--- src/utf8_validate_lead_marks_core_assert.svh ---
// assertion macros for the utf8 lead-mark validator
// depends on nothing; used by the top level only
`ifndef UTF8_VALIDATE_LEAD_MARKS_CORE_ASSERT_SVH
`define UTF8_VALIDATE_LEAD_MARKS_CORE_ASSERT_SVH

// same-cycle implication, disabled while in reset
`define UTF8VL_ASSERT_NOW(label, clk, rst_n, ante, cons) \
	label: assert property (@(posedge clk) disable iff (!(rst_n)) (ante) |-> (cons)) \
		else $error("utf8vl assertion failed");

// next-cycle implication, disabled while in reset
`define UTF8VL_ASSERT_NEXT(label, clk, rst_n, ante, cons) \
	label: assert property (@(posedge clk) disable iff (!(rst_n)) (ante) |=> (cons)) \
		else $error("utf8vl assertion failed");

`endif

--- src/utf8vl_pkg.sv ---
// shared types, constants and lookup tables of the utf8 lead-mark validator
// depends on nothing
package utf8vl_pkg;

	localparam int LANES = 8;
	localparam int LIMIT = (LANES < 8) ? LANES : 8;
	localparam int CNT_W = $clog2(LIMIT + 1);
	localparam int EXT_N = LIMIT + 3;
	localparam int HIST_W = 24;
	localparam int MARK_W = 8;

	typedef logic [7:0] byte_t;

	// byte class thresholds
	localparam byte_t LEAD2_MIN = 8'hC0;
	localparam byte_t THIRD_MIN = 8'hE0;
	localparam byte_t FOURTH_MIN = 8'hF0;
	localparam byte_t MUST_BIT = 8'h80;
	localparam logic [1:0] CONT_TAG = 2'b10;

	// error classes
	localparam byte_t E_SHORT = 8'h01;
	localparam byte_t E_LONG = 8'h02;
	localparam byte_t E_OVL3 = 8'h04;
	localparam byte_t E_LARGE = 8'h08;
	localparam byte_t E_SURR = 8'h10;
	localparam byte_t E_OVL2 = 8'h20;
	localparam byte_t E_L1000 = 8'h40;
	localparam byte_t E_OVL4 = 8'h40;
	localparam byte_t E_TWOC = 8'h80;
	localparam byte_t E_CARRY = E_SHORT | E_LONG | E_TWOC;

	localparam byte_t LEAD_HI_TAB [16] = '{
		E_LONG, E_LONG, E_LONG, E_LONG, E_LONG, E_LONG, E_LONG, E_LONG,
		E_TWOC, E_TWOC, E_TWOC, E_TWOC,
		E_SHORT | E_OVL2,
		E_SHORT,
		E_SHORT | E_OVL3 | E_SURR,
		E_SHORT | E_LARGE | E_L1000 | E_OVL4
	};

	localparam byte_t LEAD_LO_TAB [16] = '{
		E_CARRY | E_OVL3 | E_OVL2 | E_OVL4,
		E_CARRY | E_OVL2,
		E_CARRY,
		E_CARRY,
		E_CARRY | E_LARGE,
		E_CARRY | E_LARGE | E_L1000, E_CARRY | E_LARGE | E_L1000,
		E_CARRY | E_LARGE | E_L1000, E_CARRY | E_LARGE | E_L1000,
		E_CARRY | E_LARGE | E_L1000, E_CARRY | E_LARGE | E_L1000,
		E_CARRY | E_LARGE | E_L1000, E_CARRY | E_LARGE | E_L1000,
		E_CARRY | E_LARGE | E_L1000 | E_SURR,
		E_CARRY | E_LARGE | E_L1000, E_CARRY | E_LARGE | E_L1000
	};

	localparam byte_t NEXT_HI_TAB [16] = '{
		E_SHORT, E_SHORT, E_SHORT, E_SHORT, E_SHORT, E_SHORT, E_SHORT, E_SHORT,
		E_LONG | E_OVL2 | E_TWOC | E_OVL3 | E_L1000 | E_OVL4,
		E_LONG | E_OVL2 | E_TWOC | E_OVL3 | E_LARGE,
		E_LONG | E_OVL2 | E_TWOC | E_SURR | E_LARGE,
		E_LONG | E_OVL2 | E_TWOC | E_SURR | E_LARGE,
		E_SHORT, E_SHORT, E_SHORT, E_SHORT
	};

	typedef struct packed {
		logic bad;
		logic mark;
	} lane_res_t;

	typedef struct packed {
		logic [MARK_W-1:0] marks;
		logic err;
		logic done;
	} result_t;

endpackage

--- src/utf8vl_lane.sv ---
// one byte lane: lookup4 check of a byte against the three bytes before it
// depends on utf8vl_pkg
module utf8vl_lane (
	input utf8vl_pkg::byte_t cur,
	input utf8vl_pkg::byte_t p1,
	input utf8vl_pkg::byte_t p2,
	input utf8vl_pkg::byte_t p3,
	output utf8vl_pkg::lane_res_t res
);
	import utf8vl_pkg::*;

	byte_t sc;
	byte_t must;

	always_comb begin
		sc = LEAD_HI_TAB[p1[7:4]] & LEAD_LO_TAB[p1[3:0]] & NEXT_HI_TAB[cur[7:4]];
		// third or fourth byte of a sequence expected here
		must = (p2 >= THIRD_MIN || p3 >= FOURTH_MIN) ? MUST_BIT : '0;
		res.bad = |(sc ^ must);
		res.mark = (cur[7:6] != CONT_TAG);
	end

endmodule

--- src/utf8vl_merge.sv ---
// merge stage: masks lanes by count, folds errors, picks next history bytes
// depends on utf8vl_pkg
module utf8vl_merge (
	input utf8vl_pkg::byte_t ext [utf8vl_pkg::EXT_N],
	input utf8vl_pkg::lane_res_t lanes [utf8vl_pkg::LIMIT],
	input logic [utf8vl_pkg::CNT_W-1:0] cnt,
	input logic last,
	input logic err_in,
	output utf8vl_pkg::result_t res,
	output logic [utf8vl_pkg::HIST_W-1:0] hist_next
);
	import utf8vl_pkg::*;

	logic bad_any;
	logic end_bad;
	logic active;

	always_comb begin
		bad_any = 1'b0;
		res.marks = '0;
		for (int k = 0; k < LIMIT; k++) begin
			active = (CNT_W'(k) < cnt);
			bad_any = bad_any | (active & lanes[k].bad);
			res.marks[k] = active & lanes[k].mark;
		end

		// last three consumed bytes, oldest in the top byte
		hist_next = {ext[0], ext[1], ext[2]};
		for (int j = 0; j <= LIMIT; j++) begin
			if (cnt == CNT_W'(j)) begin
				hist_next = {ext[j], ext[j+1], ext[j+2]};
			end
		end

		// unfinished sequence at end of stream
		end_bad = (hist_next[7:0] >= LEAD2_MIN) || (hist_next[15:8] >= THIRD_MIN)
			|| (hist_next[23:16] >= FOURTH_MIN);
		res.err = err_in | bad_any | (last & end_bad);
		res.done = last;
	end

endmodule

--- src/utf8_validate_lead_marks_core.sv ---
// a result is registered in the output register, or in the skid if output stalls
// throughput: one item per cycle unless stalled; all byte lanes check in parallel
// and the history and sticky error update in the same cycle, which is the loop that
// sets the rate; a register plus skid output absorbs one item while output stalls
// reset (arst_n low, asynchronous) clears history, sticky error and both valid flags
module utf8_validate_lead_marks_core (
	input logic clk,
	input logic arst_n,
	input logic in_valid,
	output logic in_stall,
	input logic [63:0] chunk_bytes,
	input logic [3:0] valid_count,
	input logic last_item,
	output logic out_valid,
	input logic out_stall,
	output logic [7:0] lead_marks,
	output logic error_seen,
	output logic stream_done
);
	import utf8vl_pkg::*;

`include "utf8_validate_lead_marks_core_assert.svh"

	// stream state carried between items
	logic [HIST_W-1:0] hist_q;
	logic err_q;

	// output register and skid entry
	logic out_valid_q;
	logic skid_valid_q;
	result_t out_res_q;
	result_t skid_res_q;

	logic in_fire;
	logic out_fire;
	logic [CNT_W-1:0] cnt;
	byte_t ext [EXT_N];
	lane_res_t lane_res [LIMIT];
	result_t new_res;
	logic [HIST_W-1:0] hist_next;

	assign in_stall = skid_valid_q;
	assign in_fire = in_valid & ~in_stall;
	assign out_fire = out_valid_q & ~out_stall;

	// counts above the lane count saturate
	assign cnt = (valid_count > LIMIT) ? CNT_W'(LIMIT) : valid_count[CNT_W-1:0];

	// history bytes ahead of the item bytes, oldest first
	always_comb begin
		ext[0] = hist_q[23:16];
		ext[1] = hist_q[15:8];
		ext[2] = hist_q[7:0];
		for (int k = 0; k < LIMIT; k++) begin
			ext[k+3] = chunk_bytes[8*k +: 8];
		end
	end

	// one checker per byte lane
	for (genvar k = 0; k < LIMIT; k++) begin : g_lane
		utf8vl_lane u_lane (
			.cur(ext[k+3]),
			.p1(ext[k+2]),
			.p2(ext[k+1]),
			.p3(ext[k]),
			.res(lane_res[k])
		);
	end

	utf8vl_merge u_merge (
		.ext(ext),
		.lanes(lane_res),
		.cnt(cnt),
		.last(last_item),
		.err_in(err_q),
		.res(new_res),
		.hist_next(hist_next)
	);

	// stream state: a last item puts the block back at stream start
	always_ff @(posedge clk or negedge arst_n) begin
		if (!arst_n) begin
			hist_q <= '0;
			err_q <= 1'b0;
		end else if (in_fire) begin
			if (last_item) begin
				hist_q <= '0;
				err_q <= 1'b0;
			end else begin
				hist_q <= hist_next;
				err_q <= new_res.err;
			end
		end
	end

	// output valid flags
	always_ff @(posedge clk or negedge arst_n) begin
		if (!arst_n) begin
			out_valid_q <= 1'b0;
			skid_valid_q <= 1'b0;
		end else if (out_fire && skid_valid_q) begin
			skid_valid_q <= 1'b0;
		end else if (in_fire) begin
			if (!out_valid_q || out_fire) begin
				out_valid_q <= 1'b1;
			end else begin
				skid_valid_q <= 1'b1;
			end
		end else if (out_fire) begin
			out_valid_q <= 1'b0;
		end
	end

	// output payload, no reset needed
	always_ff @(posedge clk) begin
		if (out_fire && skid_valid_q) begin
			out_res_q <= skid_res_q;
		end else if (in_fire) begin
			if (!out_valid_q || out_fire) begin
				out_res_q <= new_res;
			end else begin
				skid_res_q <= new_res;
			end
		end
	end

	assign out_valid = out_valid_q;
	assign lead_marks = out_res_q.marks;
	assign error_seen = out_res_q.err;
	assign stream_done = out_res_q.done;

	// skid entry only fills behind a waiting result
	`UTF8VL_ASSERT_NOW(a_skid_behind_main, clk, arst_n, skid_valid_q, out_valid_q)
	// a last item returns the stream state to reset values
	`UTF8VL_ASSERT_NEXT(a_last_clears, clk, arst_n, in_fire && last_item, hist_q == '0 && !err_q)
	// sticky error only drops at end of stream
	`UTF8VL_ASSERT_NEXT(a_err_sticky, clk, arst_n, err_q && !(in_fire && last_item), err_q)

endmodule
--- config.mk ---
export PLATFORM = sky130hd
export DESIGN_NAME = utf8_validate_lead_marks_core
export DESIGN_NICKNAME = d
export VERILOG_FILES = /design/src/utf8vl_pkg.sv /design/src/utf8vl_lane.sv /design/src/utf8vl_merge.sv /design/src/utf8_validate_lead_marks_core.sv
export VERILOG_INCLUDE_DIRS = /design/src /design/src/src
export SDC_FILE = /design/constraint.sdc
export NUM_CORES = 1
export LEC_CHECK = 0
export BUFFER_PORTS_ARGS = -buffer_cell sky130_fd_sc_hd__buf_4
export CAP_MARGIN = 10
export CORE_ASPECT_RATIO = 1.2
export CORE_MARGIN = 2
export CORE_UTILIZATION = 45
export DETAILED_ROUTE_END_ITERATION = 6
export PLACE_DENSITY = 0.68
export SLEW_MARGIN = 5
export SYNTH_ARGS = -nofsm -noshare
export SYNTH_HDL_FRONTEND = slang
export SYNTH_HIERARCHICAL = 1
export SYNTH_SLANG_ARGS = --single-unit
--- constraint.sdc ---
create_clock -name clk -period 2 [get_ports clk]
set_input_delay 0.4 -clock clk [delete_from_list [all_inputs] [get_ports clk]]
set_output_delay 0.4 -clock clk [all_outputs]
set_load 0.02 [all_outputs]
Word-level counts from Yosys, hierarchy flattened
Memories as Yosys holds them, arrays and structs flattened.
Index checks and enable logic that the tools add are counted.
W data, S select, Z words.

cells by class
  magnitude comparators = 45
  equal/unequal tests = 18
  mux-type cells = 76
  bitwise operators = 73
  reductions and logical operators = 28

operators by type and width
  kind                  count
  $mux W8               56
  $mux W24              9
  $ge A8 B8 Y1 const B  19
  $and A8 B8 Y8         16
  $ge A5 B5 Y1 const B  17
  $not A4 Y5            17
  $reduce_or A8 Y1      8
  $xor A8 B8 Y8         8
  $mux W10              3
  $and A1 B1 Y1         19
  $ne A2 B2 Y1 const B  9
  $eq A4 B3 Y1 const B  4
  $lt A3 B4 Y1 const A  4
  $logic_or A1 B1 Y1    11
  $or A1 B1 Y1          9
  $eq A4 B2 Y1 const B  2
  $lt A1 B4 Y1 const A  2
  $lt A2 B4 Y1 const A  2
  $mux W1               7
  $reduce_and A3 Y1     2
  $reduce_bool A2 Y1    3
  $eq A4 B1 Y1 const B  1
  $eq A4 B4 Y1 const B  1
  $gt A4 B4 Y1 const B  1
  6 further kinds       10

storage, ports and cells
  flip-flop bits (word level) = 47
  bits in read-only memories = 3072
  bits of input ports = 73
  output and inout port bits = 12
  word-level logic and storage cells = 274
  memories = 24

memory list
  name              words  bits a word  rd ports  clocked after memory_dff  write ports  line               RTL
  (no name shown)   16     8            1         0                         0            utf8vl_lane.sv:16  sc = LEAD_HI_TAB[p1[7:4]] & LEAD_LO_TAB[p1[3:0]] & NEXT_HI_TAB[cur[7:4]];
  (no name shown)   16     8            1         0                         0            utf8vl_lane.sv:16
  (no name shown)   16     8            1         0                         0            utf8vl_lane.sv:16
  (no name shown)   16     8            1         0                         0            utf8vl_lane.sv:16
  (no name shown)   16     8            1         0                         0            utf8vl_lane.sv:16
  (no name shown)   16     8            1         0                         0            utf8vl_lane.sv:16
  18 more memories  n/a    n/a          n/a       n/a                       n/a          n/a

Longest topological paths before layout
Gate-level depths: netlist of run 1.

  word-level depth = 21
  mapped depth = 13
  gate-level depth less buffers = 11

By module
The synthesis of run 1 kept the hierarchy.

by module, submodules not included
  module                         times used  cells an instance  area an instance (µm²)  sequential area each (µm²)
  utf8vl_merge                   1           411                2478.6                  0.0
  utf8_validate_lead_marks_core  1           128                2055.7                  1276.2
  utf8vl_lane                    8           25                 157.7                   0.0

Worst setup path before layout of run 1
No wires, ideal clock.

  path type = input-to-reg
  start point = input port valid_count[2]
  end point = register err_q
  library setup time = 125 ps
  arrival time = 2381 ps
  data required time = 1875 ps
  setup slack = -506 ps
  cell stages on the path = 10
  path buffers = 2
  cell sequence = nor2b_1 > buf_2 > or4b_4 > buf_2 > o22ai_1 > a221oi_2 > a32oi_1 > o2111ai_2 > and2b_1 > mux2_4

RTL lines
  element                 line                                 RTL
  start: declaration      utf8_validate_lead_marks_core.sv:12  input logic [3:0] valid_count,
  end signal: assignment  utf8_validate_lead_marks_core.sv:91  err_q <= new_res.err;
  end: declaration        utf8_validate_lead_marks_core.sv:26  logic err_q;

==> summary.txt, run 1 <==
Critical path
  • Most frequent CP cell: buf_4
  • Crit path max-delay family: compound AO/OA/AOI/OAI gates
  • WS Path Type: primary input to flop
  • Max stage delay cell, worst path: mux2_1
  • CP bufs+invs: 3
  • Crit. End Element: flop
  • Worst reg2reg path depth: 10
  • Worst EP required: between 2 and 2.5 ns
  • CP Launch Type: primary input
  • Slowest stage delay, CP: approximately 0.34 ns
  • Critical-path cell list: buf_12 > nor2b_4 > buf_4 > mux2_1 > a211oi_2 > buf_4 > a221oi_2 > a32oi_1 > o2111ai_2 > and2b_1 > mux2_4
  • Crit path DAT: between 2 and 3 ns
  • FF-to-FF End: err_q
  • Reg2Reg Launch Point: hist_q[0]
  • Worst reg2reg setup slack: -0.44 ns
  • Crit-path max FO: 5

Power and ir drop
  • Clock Power Share: a little over an eighth
  • Tot Pwr: between 5 and 6 mW
  • Logic gate share of total power: about three fifths
  • Internal power: 3.47 mW
  • Part of the power in registers: between 20% and 30%
  • Switching part of the total: 39.0%
  • VDD IR max: about 0.49 mV
  • Sw power: approximately 2.2 mW
  • PD cells: about 700 nW/µm²
  • Leak: approximately 3.5 nW

Run status
  • Failing checks: negative setup slack
  • Run status: complete, but fails checks

Timing
  • Post-route setup slack: -0.509 ns
  • RSZ-0062 raised after global routing: true
  • Final critical-path required period: about 2.5 ns
  • Fmax: roughly 400 MHz
  • Setup Total Neg Slack: -3.90 ns
  • Final Hold Fails: 0
  • Hold slack final: between 0.3 and 0.4 ns
  • Setup Skew: 0.00664 ns
  • Final setup fails: 18
  • Period utilization: 125%
  • Tightest Pin Transition: 0.527 ns
  • Slew headroom: between 60 and 70%
  • Slew Viols, Final: 0

Global routing
  • Gr busiest metal: met2
  • GR Overflow Total: 0
  • First-pass GRT wire length: 32900 µm
  • M1 GR Usage: a little under half
  • Met3 usage: under 10%
  • Largest net degree at the start of global routing: 22
  • All-Layer GR Usage: between 30 and 40%
  • Vias in the first global route: 6131
  • Initial antenna violation count: 0
  • Global-route met2 utilization: about three fifths

Floorplanning
  • Initial Utilization: a little under half
  • Ports: 85
  • Rows: 41
  • CORE AREA: approximately 11000 µm²
  • Die Span Y: about 120 µm
  • Die Span X: slightly below 100 µm
  • Area of the die: between 10000 and 15000 µm²

Clocking
  • Clock root cell: clkbuf_16
  • Clk_lat worst skew: ~0.28 ns
  • Clock-pin slew on the worst setup and hold paths: ~0.05 ns
  • Cts bufs inserted: 5
  • Clock Path Buffers: 2
  • H-tree lvl count: 2
  • CTS tree: built
  • TritonCTS sink count: 39

Hold path
  • WHS Endpoint: out_valid
  • Worst Hold Depth: 3
  • Hold path startpoint: in_valid
  • Hold Crit Class: primary input to flop

Routing
  • Number of vias per cell: roughly 6.2
  • 1st-pass router iterations: 5
  • Post-route ant nets: 0
  • Number of remaining DRC errors: 0
  • Total Wirelength: 21500 µm
  • Via count: approximately 6300
  • DR iter-0 viols: 445
  • Routed wire per std cell: roughly 21 µm

Job
  • Max cap viols: 0

Finish
  • Layout cells sized above 1: roughly 54%
  • Final net count: 965
  • Area Overhead vs Synth: 70.9%
  • Number of diodes: 0

Synthesis
  • Syn Area/Cell: a little under 8 µm²
  • Mapped Area: between 4000 and 5000 µm²
  • Ys Warns: 6
  • Post-Syn Nets: slightly below 700
  • Gate Count Post-Synth: between 600 and 700

Place
  • IO buf count: 84
  • DP HPWL: roughly 16000 µm
  • GP Congestion: 0.972
==> layout by cell type (no fill, tap or decap), types with 6 or more instances in the layout <==
cell      count
inv_1        10
nor4_1       16
o21ai_0      24
edfxtp_1     20
buf_12        8
or3b_1        8
o22ai_1      11
o211ai_1     11
o221ai_2      6
or3_1         8
a21oi_2      11
nand3_1      16
buf_6        28
a211oi_1     14
nand2_1      34
a21oi_1      31
mux2i_1       6
o21ai_2       7
mux2_4       18
nor2_1       34
mux2_2       10
and2b_1       7
nor2b_4      11
nor2b_1      18
o21ai_1      26
buf_4       283
dfrtp_1      15
and3_1       17
nand4_1      17
nor3_1       10
and4bb_2      8
==> metal layers <==
metal / wire (µm) / share of wire [%]
met1: 8530 / 40
met2: 10400 / 48
met3: 1280 / 6.0
met4: 1330 / 6.2
met5: 0 / 0
==> layout make-up <==
| cell class | instances | area (µm²) |
|---|---|---|
| inverters | 12 | 45.0 |
| clock buffers | 7 | 133 |
| clock inverters | 1 | 5.00 |
| repair buffers | 326 | 2720 |
| flip-flops and latches | 39 | 1080 |
| fillers | 720 | 2240 |
| multi-input cells | 508 | 4140 |
| well taps | 129 | 161 |
==> worst min-delay path, cell delays in order <==
cell and delay [ns]:
buf_4 0.09, nand2b_1 0.06, nand2_1 0.06
==> power groups by stage <==
stage / Sequential [mW] / Clock (mW) / Combinational, mW
after global routing: 1.50 / 0.789 / 3.65
after CTS: 1.45 / 0.759 / 3.20
final: 1.48 / 0.752 / 3.46
after detailed placement: 1.45 / 0 / 2.90
after global placement: 1.45 / 0 / 2.84
after floorplan: 1.52 / 0 / 1.35
==> state kept, by name, summed over array words and instances (netlist names) <==
signal / count
skid_res_q: 10
out_valid: 1
stream_done: 1
error_seen: 1
err_q: 1
in_stall: 1
hist_q: 16
lead_marks: 8
==> through the flow <==
step	area [µm²]	instances	utilization [%]	setup WS, ns
after floorplan	4960	610	-	-0.401
after global placement	7040	977	66.9	-0.783
after detailed placement	7040	977	66.9	-0.840
after CTS	7860	1019	74.7	-0.410
after global routing	8280	1022	78.7	-0.567
final	8280	1022	78.7	-0.509
==> how the worst max path moves through the flow <==
stage,cells after the start,startpoint,slack [ns],end
3_5_place_dp,12,valid_count[3],-0.84,err_q
4_1_cts,11,valid_count[0],-0.41,err_q
2_1_floorplan,9,valid_count[0],-0.40,err_q
5_1_grt,11,valid_count[3],-0.57,err_q
6_report,11,valid_count[3],-0.51,err_q
3_3_place_gp,12,valid_count[3],-0.78,hist_q[1]
==> timing repair <==
action                                 in CTS  in global routing
pin swaps                                  43                 38
setup endpoints to repair                  16                 18
endpoints found under the hold margin       8                  0
gates cloned                                4                  0
setup buffers                              33                 14
resized for setup                          91                 91
hold buffers                                1                  0
(Power assumes the default switching activity.)
==> run 2: changes to the inputs <==
--- a/config.mk
+++ b/config.mk
@@ -10,9 +10,9 @@
 export CAP_MARGIN = 10
 export CORE_ASPECT_RATIO = 1.2
 export CORE_MARGIN = 2
-export CORE_UTILIZATION = 45
+export CORE_UTILIZATION = 35
 export DETAILED_ROUTE_END_ITERATION = 6
-export PLACE_DENSITY = 0.68
+export REMOVE_ABC_BUFFERS = 1
 export SLEW_MARGIN = 5
 export SYNTH_ARGS = -nofsm -noshare
 export SYNTH_HDL_FRONTEND = slang
==> run 2 against run 1 <==
Effect of this change: die area is 27% higher; sequential share of layout area is 0.62 points higher; non-clock buffer count is 13 lower; maximum frequency is 0.51% lower; the flow still finishes with violations (negative setup slack); wire length is 0.16% lower; clock power is 3.3% higher; clock skew hardly changed; total power is 2.5% lower.
==> summary.txt, run 2 (synthesis gave the netlist of run 1 again) <==
Timing
  • Setup Skew: 0.00660 ns (was 0.00664 ns)
  • Slew headroom: 65.5% (was 64.5%)
  • Fmax: 396 MHz (was 399 MHz)
  • Hold slack final: 0.369 ns (was 0.368 ns)
  • Slew Viols, Final: 0 (unchanged)
  • Post-route setup slack: -0.522 ns (was -0.509 ns)
  • Final Hold Fails: 0 (unchanged)
  • Tightest Pin Transition: 0.516 ns (was 0.527 ns)
  • Final setup fails: 15 (was 18)
  • Final critical-path required period: 2.52 ns (was 2.51 ns)
  • RSZ-0062 raised after global routing: true (unchanged)
  • Period utilization: 126% (was 125%)

Global routing
  • M1 GR Usage: 35.1% (was 45.4%)
  • First-pass GRT wire length: 33200 µm (was 32900 µm)
  • Met3 usage: 2.70% (was 2.79%)
  • Initial antenna violation count: 1 (was 0)
  • Global-route met2 utilization: 47.7% (was 59.9%)
  • Gr busiest metal: met2 (unchanged)
  • Largest net degree at the start of global routing: 22 (unchanged)
  • All-Layer GR Usage: 28.0% (was 35.6%)
  • Vias in the first global route: 5977 (was 6131)
  • GR Overflow Total: 0 (unchanged)

Place
  • DP HPWL: 16700 µm (was 15900 µm)
  • Placed cells: 1015 (was 977)
  • IO buf count: 84 (unchanged)
  • GP Congestion: 0.966 (was 0.972)
  • Post-Place Cell Area: 6930 µm² (was 7040 µm²)

Clocking
  • Clk_lat worst skew: 0.29 ns (was 0.28 ns)
  • TritonCTS sink count: 39 (unchanged)
  • Clock Path Buffers: 2 (unchanged)
  • H-tree lvl count: 2 (unchanged)
  • Clock-pin slew on the worst setup and hold paths: 0.06 ns (was 0.05 ns)
  • CTS tree: built (unchanged)
  • Cts bufs inserted: 5 (unchanged)
  • Clock root cell: clkbuf_16 (unchanged)

Power and ir drop
  • VDD IR max: 0.676 mV (was 0.491 mV)
  • Leak: 3.34 nW (was 3.52 nW)
  • PD cells: 702 nW/µm² (was 687 nW/µm²)

Floorplanning
  • Area of the die: 14800 µm² (was 11600 µm²)
  • Initial Utilization: 35.5% (was 46.1%)
  • Die Span Y: 133 µm (was 118 µm)
  • Die Span X: 111 µm (was 98.7 µm)
  • CORE AREA: 13600 µm² (was 10500 µm²)
  • Ports: 85 (unchanged)
  • Rows: 47 (was 41)

Run status
  • Run status: complete, but fails checks (unchanged)
  • Failing checks: negative setup slack (unchanged)

Finish
  • Number of flip-flops in the largest register: 16 (unchanged)
  • Commonest non-fill, non-tap cell in the layout: buf_4 (unchanged)
  • Number of diodes: 0 (unchanged)
  • Design area: 7900 µm² (was 8280 µm²)
  • Layout Cells excl Fill: 1050 (was 1022)
  • Most frequent cells in the layout: buf_4, a21oi_1, nand2_1 (was buf_4, nand2_1, nor2_1)
  • Layout cells sized above 1: 51.1% (was 53.8%)
  • Final net count: 951 (was 965)
  • Biggest register: hist_q (unchanged)
  • Area Overhead vs Synth: 63.0% (was 70.9%)

Critical path
  • WS Path Type: flop to flop (was primary input to flop)
  • Worst EP required: 2.17 ns (was 2.16 ns)
  • Crit path DAT: 2.69 ns (was 2.67 ns)
  • CP Launch Type: flop (was primary input)
  • Crit-path max FO: 3 (was 5)
  • Crit. End Element: flop (unchanged)

Routing
  • DR iter-0 viols: 541 (was 445)
  • Number of remaining DRC errors: 0 (unchanged)
  • Number of vias per cell: 5.94 (was 6.16)
  • Total Wirelength: 21500 µm (about the same)
  • Via count: 6238 (was 6296)
  • 1st-pass router iterations: 5 (unchanged)
  • Post-route ant nets: 0 (unchanged)
  • Routed wire per std cell: 20.5 µm (was 21.1 µm)

Job
  • Max cap viols: 0 (unchanged)

Hold path
  • Hold Crit Class: primary input to flop (unchanged)
run 2: cell count changes in the layout (fill, tap and decap cells not counted), sizes merged:
| cell | before | now |
|---|---|---|
| buf | 324 | 311 |
| bufbuf | 1 | 0 |
| clkbuf | 7 | 6 |
| inv | 12 | 14 |
| nor2b | 33 | 32 |
run 2: final timing paths:
path,start,to,slack (ns),cells past startpoint
worst max-delay path,hist_q[13],err_q,-0.52,10
worst min-delay path,in_valid,out_valid,0.37,3
worst max register to register,hist_q[13],err_q,-0.52,10
worst min register to register,skid_res_q[7],lead_marks[5],0.55,1
max in group asynchronous,arst_n,hist_q[0],1.25,2
min in group asynchronous,arst_n,hist_q[2],0.53,2
run 2: per-layer routing:
| metal | part of all wire [%] | up-vias |
|---|---|---|
| met5 | 0.051 | - |
| met4 | 6.2 | 2 |
| met3 | 4.9 | 77 |
| met2 | 48 | 275 |
| met1 | 41 | 2982 |
| li1 | - | 2902 |
run 2: worst max-delay path, stage by stage, from the launching register on:
cell       delay, ns
dfrtp_1         0.36
nand4_1         0.27
and3_1          0.28
a211oi_2        0.16
o21ai_2         0.12
o21ai_1         0.16
a21oi_1         0.13
a211oi_2        0.31
o2111ai_4       0.18
and2b_1         0.20
mux2_4          0.25
run 2: where the power goes:
group,internal [mW],switching (mW),total (mW)
Sequential,1.16,0.275,1.44
Clock,0.460,0.316,0.777
Combinational,1.71,1.62,3.33
Total,3.34,2.21,5.55
run 2: layout make-up:
class	count	area (µm²)
clock buffer	5	125
timing repair buffer	313	2500
inverter	12	47.5
fill	1224	5750
sequential	39	1080
multi-input combinational	507	3910
clock inverter	3	17.5
tap	171	214
run 2: per-stage QoR:
step / util (%) / worst slack (ns) / power [mW] / setup TNS [ns]
after floorplan: - / -2.93 / 2.73 / -70.93
after global placement: 50.8 / -0.844 / 4.30 / -11.98
after detailed placement: 50.8 / -0.870 / 4.34 / -11.96
after CTS: 55.9 / -0.472 / 5.39 / -3.72
after global routing: 57.9 / -0.563 / 5.82 / -4.73
final: 57.9 / -0.522 / 5.55 / -3.81
run 2: repair_timing:
item / in CTS / in global routing
cloned: 2 / 1
pin swaps: 18 / 30
hold buffers: 1 / 0
setup endpoints to repair: 19 / 19
endpoints found under the hold margin: 19 / 0
setup buffers: 16 / 14
gates resized for setup: 94 / 49
